===== config.mk =====
export PLATFORM = sky130hd
export DESIGN_NAME = radio_api_frame_decoder
export DESIGN_NICKNAME = d
export VERILOG_FILES = /design/src/rtl/core/rafd_pkg.sv /design/src/rtl/core/rafd_front.sv /design/src/rtl/core/rafd_queue.sv /design/src/rtl/core/radio_api_frame_decoder.sv
export VERILOG_INCLUDE_DIRS = /design/src /design/src/rtl/core
export SDC_FILE = /design/constraint.sdc
export NUM_CORES = 1
export LEC_CHECK = 0
export BUFFER_PORTS_ARGS = -buffer_cell sky130_fd_sc_hd__buf_4
export CAP_MARGIN = 0
export CORE_ASPECT_RATIO = 1.75
export CORE_MARGIN = 1.5
export CORE_UTILIZATION = 35
export CTS_CLUSTER_DIAMETER = 50
export CTS_CLUSTER_SIZE = 8
export DETAILED_ROUTE_END_ITERATION = 7
export HOLD_SLACK_MARGIN = 0.1
export MAX_ROUTING_LAYER = met4
export SLEW_MARGIN = 20
export SYNTH_ARGS = -nofsm -noshare
export SYNTH_HDL_FRONTEND = slang
export SYNTH_SLANG_ARGS = --single-unit

===== constraint.sdc =====
create_clock -name i_clk -period 4.8 [get_ports i_clk]
set_clock_uncertainty 0.2 [all_clocks]
set_input_delay 0.48 -clock i_clk [delete_from_list [all_inputs] [get_ports i_clk]]
set_output_delay 0.48 -clock i_clk [all_outputs]
set_load 0.03 [all_outputs]

===== src/rtl/core/radio_api_frame_decoder_macros.svh =====
// Assertion macros for the radio API frame decoder.
`ifndef RADIO_API_FRAME_DECODER_MACROS_SVH
`define RADIO_API_FRAME_DECODER_MACROS_SVH

// Same-cycle implication, disabled during reset.
`define RAFD_ASSERT_IMP(label, clk, rst_n, ante, cons) \
    label: assert property (@(posedge clk) disable iff (!rst_n) (ante) |-> (cons)) \
        else $error("radio_api_frame_decoder: same-cycle check failed");

// Next-cycle implication, disabled during reset.
`define RAFD_ASSERT_NEXT(label, clk, rst_n, ante, cons) \
    label: assert property (@(posedge clk) disable iff (!rst_n) (ante) |=> (cons)) \
        else $error("radio_api_frame_decoder: next-cycle check failed");

`endif


===== src/rtl/core/rafd_pkg.sv =====
// Types and constants shared by the radio API frame decoder.
`timescale 1ns / 1ps

package rafd_pkg;

    localparam logic [7:0] START_DELIM   = 8'h7E;
    localparam logic [7:0] API_RX16      = 8'h81;
    localparam logic [7:0] API_TX_STATUS = 8'h89;
    localparam logic [7:0] API_AT_RESP   = 8'h88;
    localparam logic [7:0] SUM_GOOD      = 8'hFF;

    localparam logic [15:0] RX_HEADER_LEN = 16'd5;
    localparam logic [15:0] TX_STATUS_LEN = 16'd3;
    localparam logic [7:0]  MAX_PAYLOAD_RESET = 8'd100;

    localparam int QUEUE_DEPTH = 4;
    localparam int PTR_W       = $clog2(QUEUE_DEPTH);
    localparam int COUNT_W     = $clog2(QUEUE_DEPTH + 1);

    typedef enum logic [1:0] {
        PH_HUNT,
        PH_LEN_HI,
        PH_LEN_LO,
        PH_DATA
    } t_phase;

    typedef enum logic [1:0] {
        KIND_PAYLOAD,
        KIND_RX_END,
        KIND_TX_STATUS,
        KIND_AT_RESP
    } t_kind;

    typedef enum logic [1:0] {
        ERR_OK,
        ERR_CHECKSUM,
        ERR_TOO_BIG
    } t_err;

    typedef struct packed {
        logic [1:0]  kind;
        logic [7:0]  data_byte;
        logic [15:0] source_address;
        logic [7:0]  rssi;
        logic [7:0]  rx_options;
        logic [7:0]  payload_length;
        logic [7:0]  frame_id;
        logic [7:0]  status;
        logic [15:0] at_command;
        logic [1:0]  error;
    } t_result;

    typedef struct packed {
        logic               full;
        logic               empty;
        logic [COUNT_W-1:0] count;
    } t_queue_status;

endpackage


===== src/rtl/core/rafd_front.sv =====
// Front end: byte parser that classifies frame bytes and builds result beats.
`timescale 1ns / 1ps

module rafd_front import rafd_pkg::*; #(
    parameter int AT_RESPONSE_MAX = 16
) (
    input  logic          i_clk,
    input  logic          i_rst_n,
    input  logic          i_beat,
    input  logic [7:0]    i_rx_byte,
    input  logic [7:0]    i_max_payload,
    output logic          o_push,
    output t_result       o_result
);

    localparam logic [15:0] AT_MAX = 16'(AT_RESPONSE_MAX);

    t_phase      r_phase, n_phase;
    logic [15:0] r_frame_length, n_frame_length;
    logic [15:0] r_byte_index, n_byte_index;
    logic [7:0]  r_sum, n_sum;
    logic [7:0]  r_api_id, n_api_id;
    logic [15:0] r_address, n_address;
    logic [7:0]  r_rssi, n_rssi;
    logic [7:0]  r_options, n_options;
    logic [7:0]  r_frame_id, n_frame_id;
    logic [7:0]  r_status, n_status;
    logic [15:0] r_command, n_command;
    logic        r_oversize, n_oversize;

    logic        in_frame;
    logic [7:0]  sum_next;
    logic [15:0] rx_payload_len;

    assign in_frame       = r_byte_index < r_frame_length;
    assign sum_next       = r_sum + i_rx_byte;
    assign rx_payload_len = r_frame_length - RX_HEADER_LEN;

    always_comb begin
        n_phase = r_phase;
        unique case (r_phase)
            PH_HUNT: begin
                if (i_beat && i_rx_byte == START_DELIM) begin
                    n_phase = PH_LEN_HI;
                end
            end
            PH_LEN_HI: begin
                if (i_beat) begin
                    n_phase = PH_LEN_LO;
                end
            end
            PH_LEN_LO: begin
                if (i_beat) begin
                    n_phase = PH_DATA;
                end
            end
            PH_DATA: begin
                if (i_beat && !in_frame) begin
                    n_phase = PH_HUNT;
                end
            end
        endcase
    end

    always_comb begin
        n_frame_length = r_frame_length;
        n_byte_index   = r_byte_index;
        n_sum          = r_sum;
        n_api_id       = r_api_id;
        n_address      = r_address;
        n_rssi         = r_rssi;
        n_options      = r_options;
        n_frame_id     = r_frame_id;
        n_status       = r_status;
        n_command      = r_command;
        n_oversize     = r_oversize;
        o_push         = 1'b0;
        o_result       = '0;
        if (i_beat) begin
            unique case (r_phase)
                PH_HUNT: begin
                    if (i_rx_byte == START_DELIM) begin
                        n_frame_length = '0;
                        n_byte_index   = '0;
                        n_sum          = '0;
                        n_api_id       = '0;
                        n_address      = '0;
                        n_rssi         = '0;
                        n_options      = '0;
                        n_frame_id     = '0;
                        n_status       = '0;
                        n_command      = '0;
                        n_oversize     = 1'b0;
                    end
                end
                PH_LEN_HI: begin
                    n_frame_length = {i_rx_byte, 8'h00};
                end
                PH_LEN_LO: begin
                    n_frame_length = {r_frame_length[15:8], i_rx_byte};
                    n_byte_index   = '0;
                end
                PH_DATA: begin
                    n_sum = sum_next;
                    if (in_frame) begin
                        n_byte_index = r_byte_index + 16'd1;
                        if (r_byte_index == 16'd0) begin
                            n_api_id = i_rx_byte;
                            if (i_rx_byte == API_RX16) begin
                                n_oversize = (r_frame_length < RX_HEADER_LEN) ||
                                             (rx_payload_len > {8'h00, i_max_payload});
                            end else if (i_rx_byte == API_TX_STATUS) begin
                                n_oversize = r_frame_length != TX_STATUS_LEN;
                            end else if (i_rx_byte == API_AT_RESP) begin
                                n_oversize = r_frame_length > AT_MAX;
                            end
                        end else if (!r_oversize) begin
                            if (r_api_id == API_RX16) begin
                                unique case (r_byte_index)
                                    16'd1: n_address = {i_rx_byte, 8'h00};
                                    16'd2: n_address = {r_address[15:8], i_rx_byte};
                                    16'd3: n_rssi    = i_rx_byte;
                                    16'd4: n_options = i_rx_byte;
                                    default: begin
                                        o_push             = 1'b1;
                                        o_result.kind      = KIND_PAYLOAD;
                                        o_result.data_byte = i_rx_byte;
                                    end
                                endcase
                            end else if (r_api_id == API_TX_STATUS) begin
                                if (r_byte_index == 16'd1) begin
                                    n_frame_id = i_rx_byte;
                                end else if (r_byte_index == 16'd2) begin
                                    n_status = i_rx_byte;
                                end
                            end else if (r_api_id == API_AT_RESP) begin
                                unique case (r_byte_index)
                                    16'd1: n_frame_id = i_rx_byte;
                                    16'd2: n_command  = {i_rx_byte, 8'h00};
                                    16'd3: n_command  = {r_command[15:8], i_rx_byte};
                                    16'd4: n_status   = i_rx_byte;
                                    default: ;
                                endcase
                            end
                        end
                    end else begin
                        if (r_api_id == API_RX16) begin
                            o_push        = 1'b1;
                            o_result.kind = KIND_RX_END;
                        end else if (r_api_id == API_TX_STATUS) begin
                            o_push        = 1'b1;
                            o_result.kind = KIND_TX_STATUS;
                        end else if (r_api_id == API_AT_RESP) begin
                            o_push        = 1'b1;
                            o_result.kind = KIND_AT_RESP;
                        end
                        if (r_oversize) begin
                            o_result.error = ERR_TOO_BIG;
                        end else begin
                            o_result.error = (sum_next == SUM_GOOD) ? ERR_OK : ERR_CHECKSUM;
                            if (r_api_id == API_RX16) begin
                                o_result.source_address = r_address;
                                o_result.rssi           = r_rssi;
                                o_result.rx_options     = r_options;
                                o_result.payload_length = rx_payload_len[7:0];
                            end else begin
                                o_result.frame_id = r_frame_id;
                                o_result.status   = r_status;
                                if (r_api_id == API_AT_RESP) begin
                                    o_result.at_command = r_command;
                                end
                            end
                        end
                        if (!o_push) begin
                            o_result = '0;
                        end
                    end
                end
            endcase
        end
    end

    always_ff @(posedge i_clk) begin
        if (!i_rst_n) begin
            r_phase        <= PH_HUNT;
            r_frame_length <= '0;
            r_byte_index   <= '0;
            r_sum          <= '0;
            r_api_id       <= '0;
            r_address      <= '0;
            r_rssi         <= '0;
            r_options      <= '0;
            r_frame_id     <= '0;
            r_status       <= '0;
            r_command      <= '0;
            r_oversize     <= 1'b0;
        end else begin
            r_phase        <= n_phase;
            r_frame_length <= n_frame_length;
            r_byte_index   <= n_byte_index;
            r_sum          <= n_sum;
            r_api_id       <= n_api_id;
            r_address      <= n_address;
            r_rssi         <= n_rssi;
            r_options      <= n_options;
            r_frame_id     <= n_frame_id;
            r_status       <= n_status;
            r_command      <= n_command;
            r_oversize     <= n_oversize;
        end
    end

endmodule


===== src/rtl/core/rafd_queue.sv =====
// Back end: result queue that holds beats until the consumer takes them.
`timescale 1ns / 1ps

module rafd_queue import rafd_pkg::*; (
    input  logic          i_clk,
    input  logic          i_rst_n,
    input  logic          i_push,
    input  t_result       i_result,
    input  logic          i_pop,
    output t_result       o_head,
    output t_queue_status o_status
);

    t_result            r_mem [QUEUE_DEPTH];
    logic [PTR_W-1:0]   r_wr_ptr, n_wr_ptr;
    logic [PTR_W-1:0]   r_rd_ptr, n_rd_ptr;
    logic [COUNT_W-1:0] r_count, n_count;

    logic do_push, do_pop;

    assign do_push = i_push && (r_count != COUNT_W'(QUEUE_DEPTH));
    assign do_pop  = i_pop && (r_count != '0);

    always_comb begin
        n_wr_ptr = r_wr_ptr;
        n_rd_ptr = r_rd_ptr;
        n_count  = r_count;
        if (do_push) begin
            n_wr_ptr = (r_wr_ptr == PTR_W'(QUEUE_DEPTH - 1)) ? '0 : r_wr_ptr + PTR_W'(1);
        end
        if (do_pop) begin
            n_rd_ptr = (r_rd_ptr == PTR_W'(QUEUE_DEPTH - 1)) ? '0 : r_rd_ptr + PTR_W'(1);
        end
        unique case ({do_push, do_pop})
            2'b10:   n_count = r_count + COUNT_W'(1);
            2'b01:   n_count = r_count - COUNT_W'(1);
            default: n_count = r_count;
        endcase
    end

    always_ff @(posedge i_clk) begin
        if (do_push) begin
            r_mem[r_wr_ptr] <= i_result;
        end
    end

    always_ff @(posedge i_clk) begin
        if (!i_rst_n) begin
            r_wr_ptr <= '0;
            r_rd_ptr <= '0;
            r_count  <= '0;
        end else begin
            r_wr_ptr <= n_wr_ptr;
            r_rd_ptr <= n_rd_ptr;
            r_count  <= n_count;
        end
    end

    assign o_head         = r_mem[r_rd_ptr];
    assign o_status.full  = r_count == COUNT_W'(QUEUE_DEPTH);
    assign o_status.empty = r_count == '0;
    assign o_status.count = r_count;

endmodule


===== src/rtl/core/radio_api_frame_decoder.sv =====
// A result beat is written into the result queue at the clock edge that accepts the byte that causes it.
// Throughput: one byte per cycle while the result queue is not full; o_ready drops when it is full.
// A four-beat result queue lets the parser run on while the consumer stalls.
// Reset: synchronous, active low; parser hunts for a start delimiter, queue empties,
// max_payload returns to 100.
`timescale 1ns / 1ps
`include "radio_api_frame_decoder_macros.svh"

module radio_api_frame_decoder import rafd_pkg::*; #(
    parameter int AT_RESPONSE_MAX = 16
) (
    input  logic        i_clk,
    input  logic        i_rst_n,
    input  logic        i_valid,
    output logic        o_ready,
    input  logic [7:0]  i_rx_byte,
    output logic        o_valid,
    input  logic        i_ready,
    output logic [1:0]  o_kind,
    output logic [7:0]  o_data_byte,
    output logic [15:0] o_source_address,
    output logic [7:0]  o_rssi,
    output logic [7:0]  o_rx_options,
    output logic [7:0]  o_payload_length,
    output logic [7:0]  o_frame_id,
    output logic [7:0]  o_status,
    output logic [15:0] o_at_command,
    output logic [1:0]  o_error,
    input  logic        i_cfg_valid,
    output logic        o_cfg_ready,
    input  logic [7:0]  i_cfg_data
);

    logic [7:0]         r_max_payload;
    logic               in_beat;
    logic               push;
    logic               pop;
    t_result            front_result;
    t_result            head;
    t_queue_status      q_status;
    logic               payload_clean;
    logic               too_big_clean;
    logic [COUNT_W-1:0] q_count;

    assign o_cfg_ready = 1'b1;

    always_ff @(posedge i_clk) begin
        if (!i_rst_n) begin
            r_max_payload <= MAX_PAYLOAD_RESET;
        end else if (i_cfg_valid && o_cfg_ready) begin
            r_max_payload <= i_cfg_data;
        end
    end

    assign o_ready = !q_status.full;
    assign in_beat = i_valid && o_ready;
    assign o_valid = !q_status.empty;
    assign pop     = o_valid && i_ready;

    rafd_front #(
        .AT_RESPONSE_MAX(AT_RESPONSE_MAX)
    ) u_front (
        .i_clk         (i_clk),
        .i_rst_n       (i_rst_n),
        .i_beat        (in_beat),
        .i_rx_byte     (i_rx_byte),
        .i_max_payload (r_max_payload),
        .o_push        (push),
        .o_result      (front_result)
    );

    rafd_queue u_queue (
        .i_clk    (i_clk),
        .i_rst_n  (i_rst_n),
        .i_push   (push),
        .i_result (front_result),
        .i_pop    (pop),
        .o_head   (head),
        .o_status (q_status)
    );

    assign o_kind           = head.kind;
    assign o_data_byte      = head.data_byte;
    assign o_source_address = head.source_address;
    assign o_rssi           = head.rssi;
    assign o_rx_options     = head.rx_options;
    assign o_payload_length = head.payload_length;
    assign o_frame_id       = head.frame_id;
    assign o_status         = head.status;
    assign o_at_command     = head.at_command;
    assign o_error          = head.error;

    assign payload_clean = o_error == ERR_OK && o_source_address == 16'd0 &&
                           o_at_command == 16'd0;
    assign too_big_clean = o_frame_id == 8'd0 && o_status == 8'd0 &&
                           o_payload_length == 8'd0 && o_data_byte == 8'd0;
    assign q_count       = q_status.count;

    `RAFD_ASSERT_IMP(a_payload_clean, i_clk, i_rst_n, o_valid && o_kind == KIND_PAYLOAD, payload_clean)
    `RAFD_ASSERT_IMP(a_too_big_clean, i_clk, i_rst_n, o_valid && o_error == ERR_TOO_BIG, too_big_clean)
    `RAFD_ASSERT_NEXT(a_cnt_up, i_clk, i_rst_n, push && !pop, q_count == $past(q_count) + COUNT_W'(1))
    `RAFD_ASSERT_NEXT(a_cnt_dn, i_clk, i_rst_n, pop && !push, q_count == $past(q_count) - COUNT_W'(1))

endmodule

==> impl_metrics.csv, run 1 <==
group,metric,value,unit
worst_hold_path,hold_depth,3,
timing,slew_headroom,36.0,%
die,die_y,317,um
global_routing,grt_pass1_wl,75.2,mm
logic_synthesis,seq_area_frac_synth,64.5,%
logic_synthesis,synth_edf_count,336,
place,dp_slack,819,ps
worst_setup_path,cpPeakStageDelay,700,ps
logic_synthesis,yosysUniqueCellTypes,78,
outcome,outcome,"complete, no violations",
timing,finalSetupViolCount,0,
cells_and_area,antenna_cells,0,
clock_network,clockRootBuffer,"clkbuf_16",
detailed_routing,drt-met1-wl,18.6,mm
detailed_routing,drtPass1Iterations,5,
worst_setup_path,required,5110,ps
worst_hold_path,min_to,"u_front.r_command[6]",
detailed_routing,drc,0,
clock_network,clockBufferDepth,3,
clock_network,insertion_delay,590,ps
timing,grt_setup_unrepaired,"no",
worst_hold_path,hold_class,"in -> reg",
global_routing,grt-ovfl-total,0,
global_routing,track_usage,17.8,%
logic_synthesis,yosys_warnings,0,
detailed_routing,dr_wl_met3,1.96,mm
logic_synthesis,synth_area_per_cell,14.3,um2
detailed_routing,dr_wl_met2,27.2,mm
logic_synthesis,synth_cells,1375,
worst_hold_path,worstHoldStart,"i_rx_byte[6]",
detailed_routing,finalWirelength,49.6,mm
worst_setup_path,reg2reg_slack,740,ps
logic_synthesis,synth_top_cell_by_area,"edfxtp_1",
timing,setup_slack,741,ps
power,vdd_drop_max,201,uV
worst_setup_path,crit_path_cell_trace,"inv_1, ha_1, a21oi_1, o21ai_0, a2bb2oi_1, a31oi_1, or2_2, inv_1, ha_1, inv_1, fa_1, xor2_1, or3_1, a21oi_1",
power,powerDensity,375,mW/mm2
die,fp.dieArea,0.0578,mm2
timing,final_hold_viol_count,0,
worst_setup_path,cp_max_fo,9,
logic_synthesis,syn_area,0.0197,mm2
die,placementRows,115,
global_routing,grt_pass1_vias,12714,
place,portBuffers,106,
logic_synthesis,synth_top_area_share,51.2,%
detailed_routing,routedWlPerCell,21.7,um
logic_synthesis,syn_nets,1444,
detailed_routing,drt_iter0_drc,798,
clock_network,post_cts.repair.setup_buffers,0,
die,die_width,182,um
detailed_routing,ant_nets,0,
logic_synthesis,synthTopCellsByCount,"336 x edfxtp_1, 132 x dfxtp_1, 104 x nand2_1, 84 x mux4_2, 77 x and2_1",
worst_setup_path,r2r_cells,14,
clock_network,cts_buffers,68,
detailed_routing,top_layer,"met4",
cells_and_area,synthToLayoutAreaGrowth,20.3,%
worst_setup_path,crit_buf_inv,3,
die,boundaryPins,108,
timing,fin_crit_sh,84.6,%
global_routing,grt_max_degree,48,
place,dp_hpwl,33.6,mm
logic_synthesis,ys_top_cells_by_area,"edfxtp_1 51%, dfxtp_1 13%, mux4_2 9.6%",
worst_setup_path,arrival,4370,ps
clock_network,h-tree-depth,3,
logic_synthesis,synth_most_common_cell,"edfxtp_1",
die,start_util,35.2,%
timing,tightest_slew,951,ps
worst_setup_path,crit_top_cell,"inv_1",
worst_setup_path,regToRegEndpoint,"u_queue.r_count[2]",
logic_synthesis,yosys_most_used_dff,"edfxtp_1",
place,gp_congestion,0.862,
worst_setup_path,cp-end-kind,"register",
worst_setup_path,rr_startpoint,"u_front.r_frame_length[7]",
run,max-cap-violations,0,
worst_setup_path,crit_type,"reg -> reg",
detailed_routing,vias,12064,
timing,timing.fmax,246,MHz
timing,min_period,4060,ps
global_routing,antenna_found_initial,0,
cells_and_area,drive_gt1_share,20.4,%
clock_network,cts_tree,"yes",
worst_setup_path,critPathTopFamily,"compound AO/OA/AOI/OAI gates",
power,p_leak,7.02,nW
cells_and_area,nets,1602,
clock_network,clock-sinks,468,
logic_synthesis,async_reset_ff_share,0,%
clock_network,cts.clk_slew.worst_paths,60,ps
timing,slew_violations,0,
die,coreArea,0.0560,mm2
timing,fin_tns_setup,0,ps
logic_synthesis,ys_ff_latch,468,
worst_setup_path,start_kind,"register",
detailed_routing,avgViaCountPerCell,5.27,
worst_setup_path,cpMaxStageDelayCell,"a2bb2oi_1",
layout make-up:
| type | count | area [um2] |
|---|---|---|
| tap | 702 | 878 |
| sequential | 468 | 12700 |
| clock buffer | 120 | 1960 |
| multi-input combinational | 782 | 6520 |
| fill | 4945 | 32200 |
| timing repair buffer | 159 | 1360 |
| clock inverter | 5 | 80.1 |
| inverter | 54 | 203 |
how the worst max path moves through the flow:
stage,start,to,cells past startpoint
2_1_floorplan,u_front.r_frame_length[15],u_queue.r_mem[0][0],8
3_3_place_gp,u_front.r_frame_length[5],u_queue.r_count[2],14
3_5_place_dp,u_front.r_frame_length[5],u_queue.r_count[2],14
4_1_cts,u_front.r_frame_length[5],u_queue.r_count[2],14
5_1_grt,u_front.r_frame_length[5],u_queue.r_count[2],14
6_report,u_front.r_frame_length[7],u_queue.r_count[2],14
kinds of logic (layout without fill, tap and decap cells):
group | count (synthesis) | count (layout) | synth area share [%]
multiplexers | 111 | 111 | 11.0
AO/OA/AOI/OAI | 207 | 207 | 7.00
flip-flops | 468 | 468 | 64.5
adder cells (fa/ha/maj) | 48 | 48 | 3.12
AND/OR/NAND/NOR | 401 | 401 | 11.2
buffers and inverters | 125 | 338 | 2.49
XOR/XNOR | 14 | 14 | 0.622
other | 1 | 1 | 0.0190
per-layer routing:
layer | vias to the layer above | GRT usage [%]
li1 | 5610 | -
met1 | 6064 | 18.7
met2 | 281 | 32.9
met3 | 109 | 2.87
met4 | 0 | 7.93
met5 | - | -
worst min-delay path, stage by stage:
cell     delay (ps)
buf_4           210
nand2_1         100
mux2i_1          60
report_power, final:
group	switching, mW	total (mW)	leakage, nW	internal (mW)
sequential	0.00168	4.29	3.38	4.29
combinational	0.0793	0.121	2.67	0.0413
clock	1.68	4.49	0.970	2.81
registers in the layout, summed over array words and instances, names as in the netlist, 16 cells and up, named ones only:
signal and flops:
u_queue.r_mem 336, u_front.r_byte_index 16, u_front.r_address 16, u_front.r_command 16, u_front.r_frame_length 16
metrics by stage:
stage / area [um2] / util (%) / hold WS [ps] / power, mW / std cells
after floorplan: 19700 / - / 230 / 4.42 / 1375
after global placement: 21500 / 38.4 / 241 / 4.47 / 2143
after detailed placement: 21500 / 38.4 / 248 / 4.47 / 2143
after CTS: 23700 / 42.4 / 101 / 8.98 / 2290
after global routing: 23700 / 42.4 / 132 / 9.16 / 2290
final: 23700 / 42.4 / 134 / 8.90 / 2290
placed cells by master, fill, tap and decap left out, types with 9 or more instances in the layout:
cell	instances
or4_1	10
or3_1	18
dlygate4sd3_1	22
o21ai_0	33
mux2i_1	27
o211ai_1	31
buf_12	9
dfxtp_1	130
a21o_1	11
clkbuf_1	49
a21oi_1	62
nand4_1	25
nor2_1	51
ha_1	46
edfxtp_1	336
nand2_1	104
nor3_1	13
o22ai_1	9
xnor2_1	9
inv_1	54
nand3_1	44
a22o_1	17
clkbuf_16	71
buf_4	128
mux4_2	84
and2_1	73
repair_timing:
item,in CTS,in global routing
endpoints found under the hold margin,14,0
hold buffers,22,0
endpoints found under the setup margin,0,0
resized for setup,0,0
No activity file was read; power rests on OpenSTA's default activity.
==> inputs of run 2 (changes only) <==
==> constraint.sdc (replaced) <==
create_clock -name i_clk -period 3.6 [get_ports i_clk]
set_clock_uncertainty 0.2 [all_clocks]
set_input_delay 0.36 -clock i_clk [delete_from_list [all_inputs] [get_ports i_clk]]
set_output_delay 0.36 -clock i_clk [all_outputs]
set_load 0.03 [all_outputs]
==> run 2 against run 1 <==
Against the previous run:
- global-route usage is 0.20 points higher
- sequential power is 33% higher
- combinational power rose by 45%
- largest cell class unchanged
==> impl_metrics.csv, run 2 (synthesis results as in run 1) <==
group,metric,value,unit
power,vdd_drop_max,299,uV
clock_network,h-tree-depth,3,
detailed_routing,routedWlPerCell,21.6,um
place,portBuffers,106,
power,swShare,20.4,%
global_routing,grt_pass1_vias,12950,
worst_setup_path,cpMaxStageDelayCell,"or4_4",
cells_and_area,layout_common_cells,"336 x edfxtp_1, 162 x buf_4, 125 x dfxtp_1",
detailed_routing,avgViaCountPerCell,5.28,
worst_setup_path,start_kind,"register",
clock_network,clock-sinks,468,
place,gp_congestion,0.891,
die,start_util,35.2,%
power,p_leak,7.30,nW
place,dp_hpwl,33.9,mm
detailed_routing,finalWirelength,50.3,mm
worst_setup_path,cpPeakStageDelay,570,ps
power,p_switching,2.43,mW
timing,fin_crit_sh,96.6,%
cells_and_area,design_area,0.0243,mm2
global_routing,grt_pass1_wl,76.2,mm
worst_setup_path,crit_type,"reg -> reg",
die,die_width,182,um
global_routing,grt_max_degree,51,
power,powerDensity,489,mW/mm2
worst_setup_path,crit_top_cell,"inv_1",
cells_and_area,nets,1650,
power,p_clk_share,50.4,%
cells_and_area,final_core_util,43.4,%
power,pwr-share-seq,48.1,%
detailed_routing,ant_nets,0,
detailed_routing,drt_iter0_drc,838,
clock_network,cts_tree,"yes",
run,max-cap-violations,0,
clock_network,clockRootBuffer,"clkbuf_16",
cells_and_area,layout.cells.most_common,"edfxtp_1",
detailed_routing,drtPass1Iterations,5,
place,place_area,0.0219,mm2
timing,slew_headroom,28.1,%
worst_setup_path,cp-end-kind,"register",
worst_setup_path,required,3920,ps
clock_network,clockBufferDepth,3,
detailed_routing,vias,12330,
worst_setup_path,arrival,3800,ps
die,die_y,317,um
cells_and_area,antenna_cells,0,
power,p_int,9.46,mW
die,boundaryPins,108,
global_routing,grt-ovfl-total,0,
worst_setup_path,crit_path_cell_trace,"inv_1, ha_1, nand4_1, or4_4, or3_4, a31oi_2, or2_4, inv_1, ha_1, inv_1, fa_1, xor2_1, or3_1, a21oi_2",
timing,tightest_slew,1070,ps
clock_network,insertion_delay,600,ps
die,fp.dieArea,0.0578,mm2
cells_and_area,drive_gt1_share,23.1,%
die,coreArea,0.0560,mm2
power,p_comb_share,1.5,%
global_routing,antenna_found_initial,0,
timing,final_hold_viol_count,0,
timing,timing.fmax,287,MHz
worst_setup_path,cp_max_fo,4,
detailed_routing,drc,0,
timing,slew_violations,0,
worst_setup_path,critPathTopFamily,"simple AND/OR/NAND/NOR gates",
timing,finalSetupViolCount,0,
cells_and_area,synthToLayoutAreaGrowth,23.2,%
cells_and_area,largest_reg_flops,336,
global_routing,track_usage,18.0,%
cells_and_area,max_flop_register,"u_queue.r_mem",
die,placementRows,115,
clock_network,cts_buffers,68,
clock_network,cts.clk_slew.worst_paths,50,ps
worst_setup_path,crit_buf_inv,3,
worst_hold_path,hold_class,"in -> reg",
timing,min_period,3480,ps
outcome,outcome,"complete, no violations",
[run 2: cell count changes in the layout (fill, tap and decap cells not counted), moves of 2 or more]
cell,delta
dfxtp_2,+5
buf_4,+34
inv_16,+2
dlygate4sd3_1,+7
dfxtp_1,-5
clkbuf_16,-2
ha_4,+3
ha_1,-3
clkbuf_1,-3
buf_12,+7
[run 2: cell type report]
| class | count | area [um2] |
|---|---|---|
| well taps | 702 | 878 |
| fillers | 4974 | 31700 |
| repair buffers | 207 | 1830 |
| clock buffers | 115 | 1900 |
| clock inverters | 7 | 134 |
| inverters | 54 | 203 |
| multi-input cells | 782 | 6610 |
| flip-flops and latches | 468 | 12700 |
[run 2: worst paths after layout]
check / from / endpoint / slack [ps] / depth (start not counted)
min reg2reg: u_front.r_command[12] / u_front.r_command[12] / 250 / 2
min: i_rx_byte[2] / u_front.r_frame_length[2] / 140 / 4
max reg2reg: u_front.r_frame_length[9] / u_queue.r_count[2] / 120 / 14
max: u_front.r_frame_length[9] / u_queue.r_count[2] / 120 / 14
[run 2: worst register-to-register path: cells and delay by family (launching register included)]
| family | cells | cell delay [ps] |
|---|---|---|
| xor gates and xnor gates | 1 | 70 |
| and+or+nand+nor | 5 | 1520 |
| DFF | 1 | 370 |
| buffers and inverters | 3 | 220 |
| AOI/OAI and AO/OA | 2 | 360 |
| adders and majority gates | 3 | 670 |
[run 2: repair_timing]
item / CTS / global route
buffers inserted: 0 / 1
endpoints found under the hold margin: 35 / 0
hold buffers: 29 / 0
setup endpoints to repair: 0 / 145
resized for setup: 0 / 16
[run 2: metal layers]
layer	GRT usage, %	vias up	wire length [um]
li1	-	5693	-
met4	9.84	0	2410
met5	-	-	0
met3	2.77	121	1760
met1	18.3	6226	18600
met2	33.2	290	27600
[run 2: power groups by stage]
| stage | logic (mW) | registers (mW) | clock network (mW) |
|---|---|---|---|
| 2_1_floorplan | 0.0694 | 5.82 | 0 |
| 3_3_place_gp | 0.145 | 5.82 | 0 |
| 3_5_place_dp | 0.147 | 5.82 | 0 |
| 4_1_cts | 0.174 | 5.71 | 6.14 |
| 5_1_grt | 0.188 | 5.71 | 6.35 |
| 6_report | 0.176 | 5.72 | 6.00 |
[run 2: through the flow]
step	hold slack, ps	setup TNS, ps	std cells	power [mW]	worst slack, ps
floorplan	230	-103220	1375	5.89	-307
global placement	239	0	2183	5.96	157
detailed placement	244	0	2183	5.97	83.8
CTS	101	0	2334	12.0	70.9
global route	132	-8.62	2335	12.2	-8.62
finish	142	0	2335	11.9	121
==> inputs of run 3 (changes only) <==
--- a/config.mk
+++ b/config.mk
@@ -16,6 +16,7 @@
 export DETAILED_ROUTE_END_ITERATION = 7
 export HOLD_SLACK_MARGIN = 0.1
 export MAX_ROUTING_LAYER = met4
+export RECOVER_POWER = 100
 export SLEW_MARGIN = 20
 export SYNTH_ARGS = -nofsm -noshare
 export SYNTH_HDL_FRONTEND = slang
==> run 3 against run 2 <==
Against the previous run:
- non-clock buffer count stayed put
- register-to-register slack hardly changed
- first-iteration DRC count is 5.5% lower
- clock-buffer cell count stayed put
- global-route usage stayed put
- critical endpoint unchanged
- die area stayed put
- total power hardly changed
- sequential power hardly changed
- design area is 1.1% lower
==> impl_metrics.csv, run 3 (synthesis results as in run 1) <==
group,metric,value,unit
worst_setup_path,rr_startpoint,"u_front.r_frame_length[9]",
clock_network,cts_buffers,68,
detailed_routing,routedWlPerCell,21.5,um
power,p_switching,2.43,mW
worst_setup_path,arrival,3810,ps
worst_hold_path,hold_class,"in -> reg",
outcome,outcome,"complete, no violations",
timing,finalSetupViolCount,0,
die,boundaryPins,108,
detailed_routing,drc,0,
cells_and_area,drive_gt1_share,21.6,%
timing,slew_headroom,22.1,%
cells_and_area,layout_common_cells,"336 x edfxtp_1, 125 x dfxtp_1, 104 x nand2_1",
clock_network,clockBufferDepth,3,
power,swShare,20.4,%
cells_and_area,antenna_cells,0,
global_routing,grt_pass1_vias,12950,
cells_and_area,final_core_util,42.9,%
timing,min_period,3490,ps
timing,setup_slack,112,ps
detailed_routing,avgViaCountPerCell,5.26,
timing,fin_crit_sh,96.9,%
die,die_width,182,um
power,p_comb_share,1.5,%
place,portBuffers,106,
cells_and_area,synthToLayoutAreaGrowth,21.8,%
detailed_routing,finalWirelength,50.3,mm
timing,tightest_slew,1170,ps
place,dp_slack,83.8,ps
clock_network,clockRootBuffer,"clkbuf_16",
detailed_routing,vias,12278,
global_routing,grt_pass1_wl,76.2,mm
die,coreArea,0.0560,mm2
die,die_y,317,um
timing,final_hold_viol_count,0,
clock_network,cts_tree,"yes",
power,p_clk_share,50.4,%
worst_setup_path,cp_max_fo,4,
run,max-cap-violations,0,
worst_setup_path,crit_start,"u_front.r_frame_length[9]",
detailed_routing,ant_nets,0,
cells_and_area,nets,1650,
global_routing,grt_max_degree,51,
clock_network,h-tree-depth,3,
power,p_leak,7.17,nW
clock_network,insertion_delay,600,ps
timing,fin_tns_setup,0,ps
worst_hold_path,worstHoldStart,"i_rx_byte[2]",
power,p_int,9.46,mW
place,gp_congestion,0.891,
worst_setup_path,crit_type,"reg -> reg",
timing,slew_violations,0,
worst_setup_path,start_kind,"register",
die,fp.dieArea,0.0578,mm2
detailed_routing,drtPass1Iterations,5,
place,dp_hpwl,33.9,mm
power,powerDensity,495,mW/mm2
global_routing,track_usage,18.0,%
cells_and_area,layout.cells.most_common,"edfxtp_1",
detailed_routing,drt_iter0_drc,792,
global_routing,grt-ovfl-total,0,
die,placementRows,115,
power,vdd_drop_max,299,uV
worst_setup_path,required,3920,ps
cells_and_area,max_flop_register,"u_queue.r_mem",
timing,timing.fmax,287,MHz
worst_setup_path,cp-end-kind,"register",
global_routing,antenna_found_initial,0,
clock_network,cts.clk_slew.worst_paths,50,ps
die,start_util,35.2,%
clock_network,clock-sinks,468,
power,pwr-share-seq,48.1,%
cells_and_area,largest_reg_flops,336,
[run 3: layout make-up]
type | instances | area [um2]
Clock buffer | 115 | 1900
Timing Repair Buffer | 207 | 1570
Inverter | 54 | 203
Fill cell | 5006 | 31900
Multi-Input combinational cell | 782 | 6600
Clock inverter | 7 | 134
Sequential cell | 468 | 12700
Tap cell | 702 | 878
[run 3: critical path: stages, from the launching register on]
cell and delay (ps):
dfxtp_1 370, inv_1 100, ha_1 310, nand4_1 110, or4_4 570, or3_4 350, a31oi_2 220, or2_4 170
inv_1 50, ha_1 190, inv_1 70, fa_1 170, xor2_1 70, or3_1 330, a21oi_2 150
[run 3: worst paths after layout]
kind,endpoint,slack [ps],cells after the start
worst min-delay path,u_front.r_frame_length[2],140,4
worst min register to register,u_front.r_command[12],250,2
worst max-delay path,u_queue.r_count[2],110,14
worst max register to register,u_queue.r_count[2],110,14
[run 3: repair_timing]
item / in CTS / in global routing
hold buffers: 29 / 0
setup buffers: 0 / 1
resized for setup: 0 / 16
endpoints found under the setup margin: 0 / 145
hold endpoints to repair: 35 / 0
[run 3: power groups by stage]
stage	clock network, mW	logic [mW]	registers, mW
floorplan	0	0.0694	5.82
global placement	0	0.145	5.82
detailed placement	0	0.147	5.82
CTS	6.14	0.174	5.71
global route	6.35	0.187	5.71
finish	5.99	0.174	5.72
[run 3: layer usage]
metal	share of wire (%)	global-route usage, %
met1	37	18.3
met2	55	33.2
met3	3.4	2.77
met4	4.8	9.84
met5	0	-
[run 3: metrics by stage]
step	instance area, um2	std cells	power, mW	hold slack (ps)
after global placement	21900	2183	5.96	239
after global routing	24000	2335	12.2	132
after CTS	24200	2334	12.0	101
final	24000	2335	11.9	143
after detailed placement	21900	2183	5.97	244
after floorplan	19700	1375	5.89	230
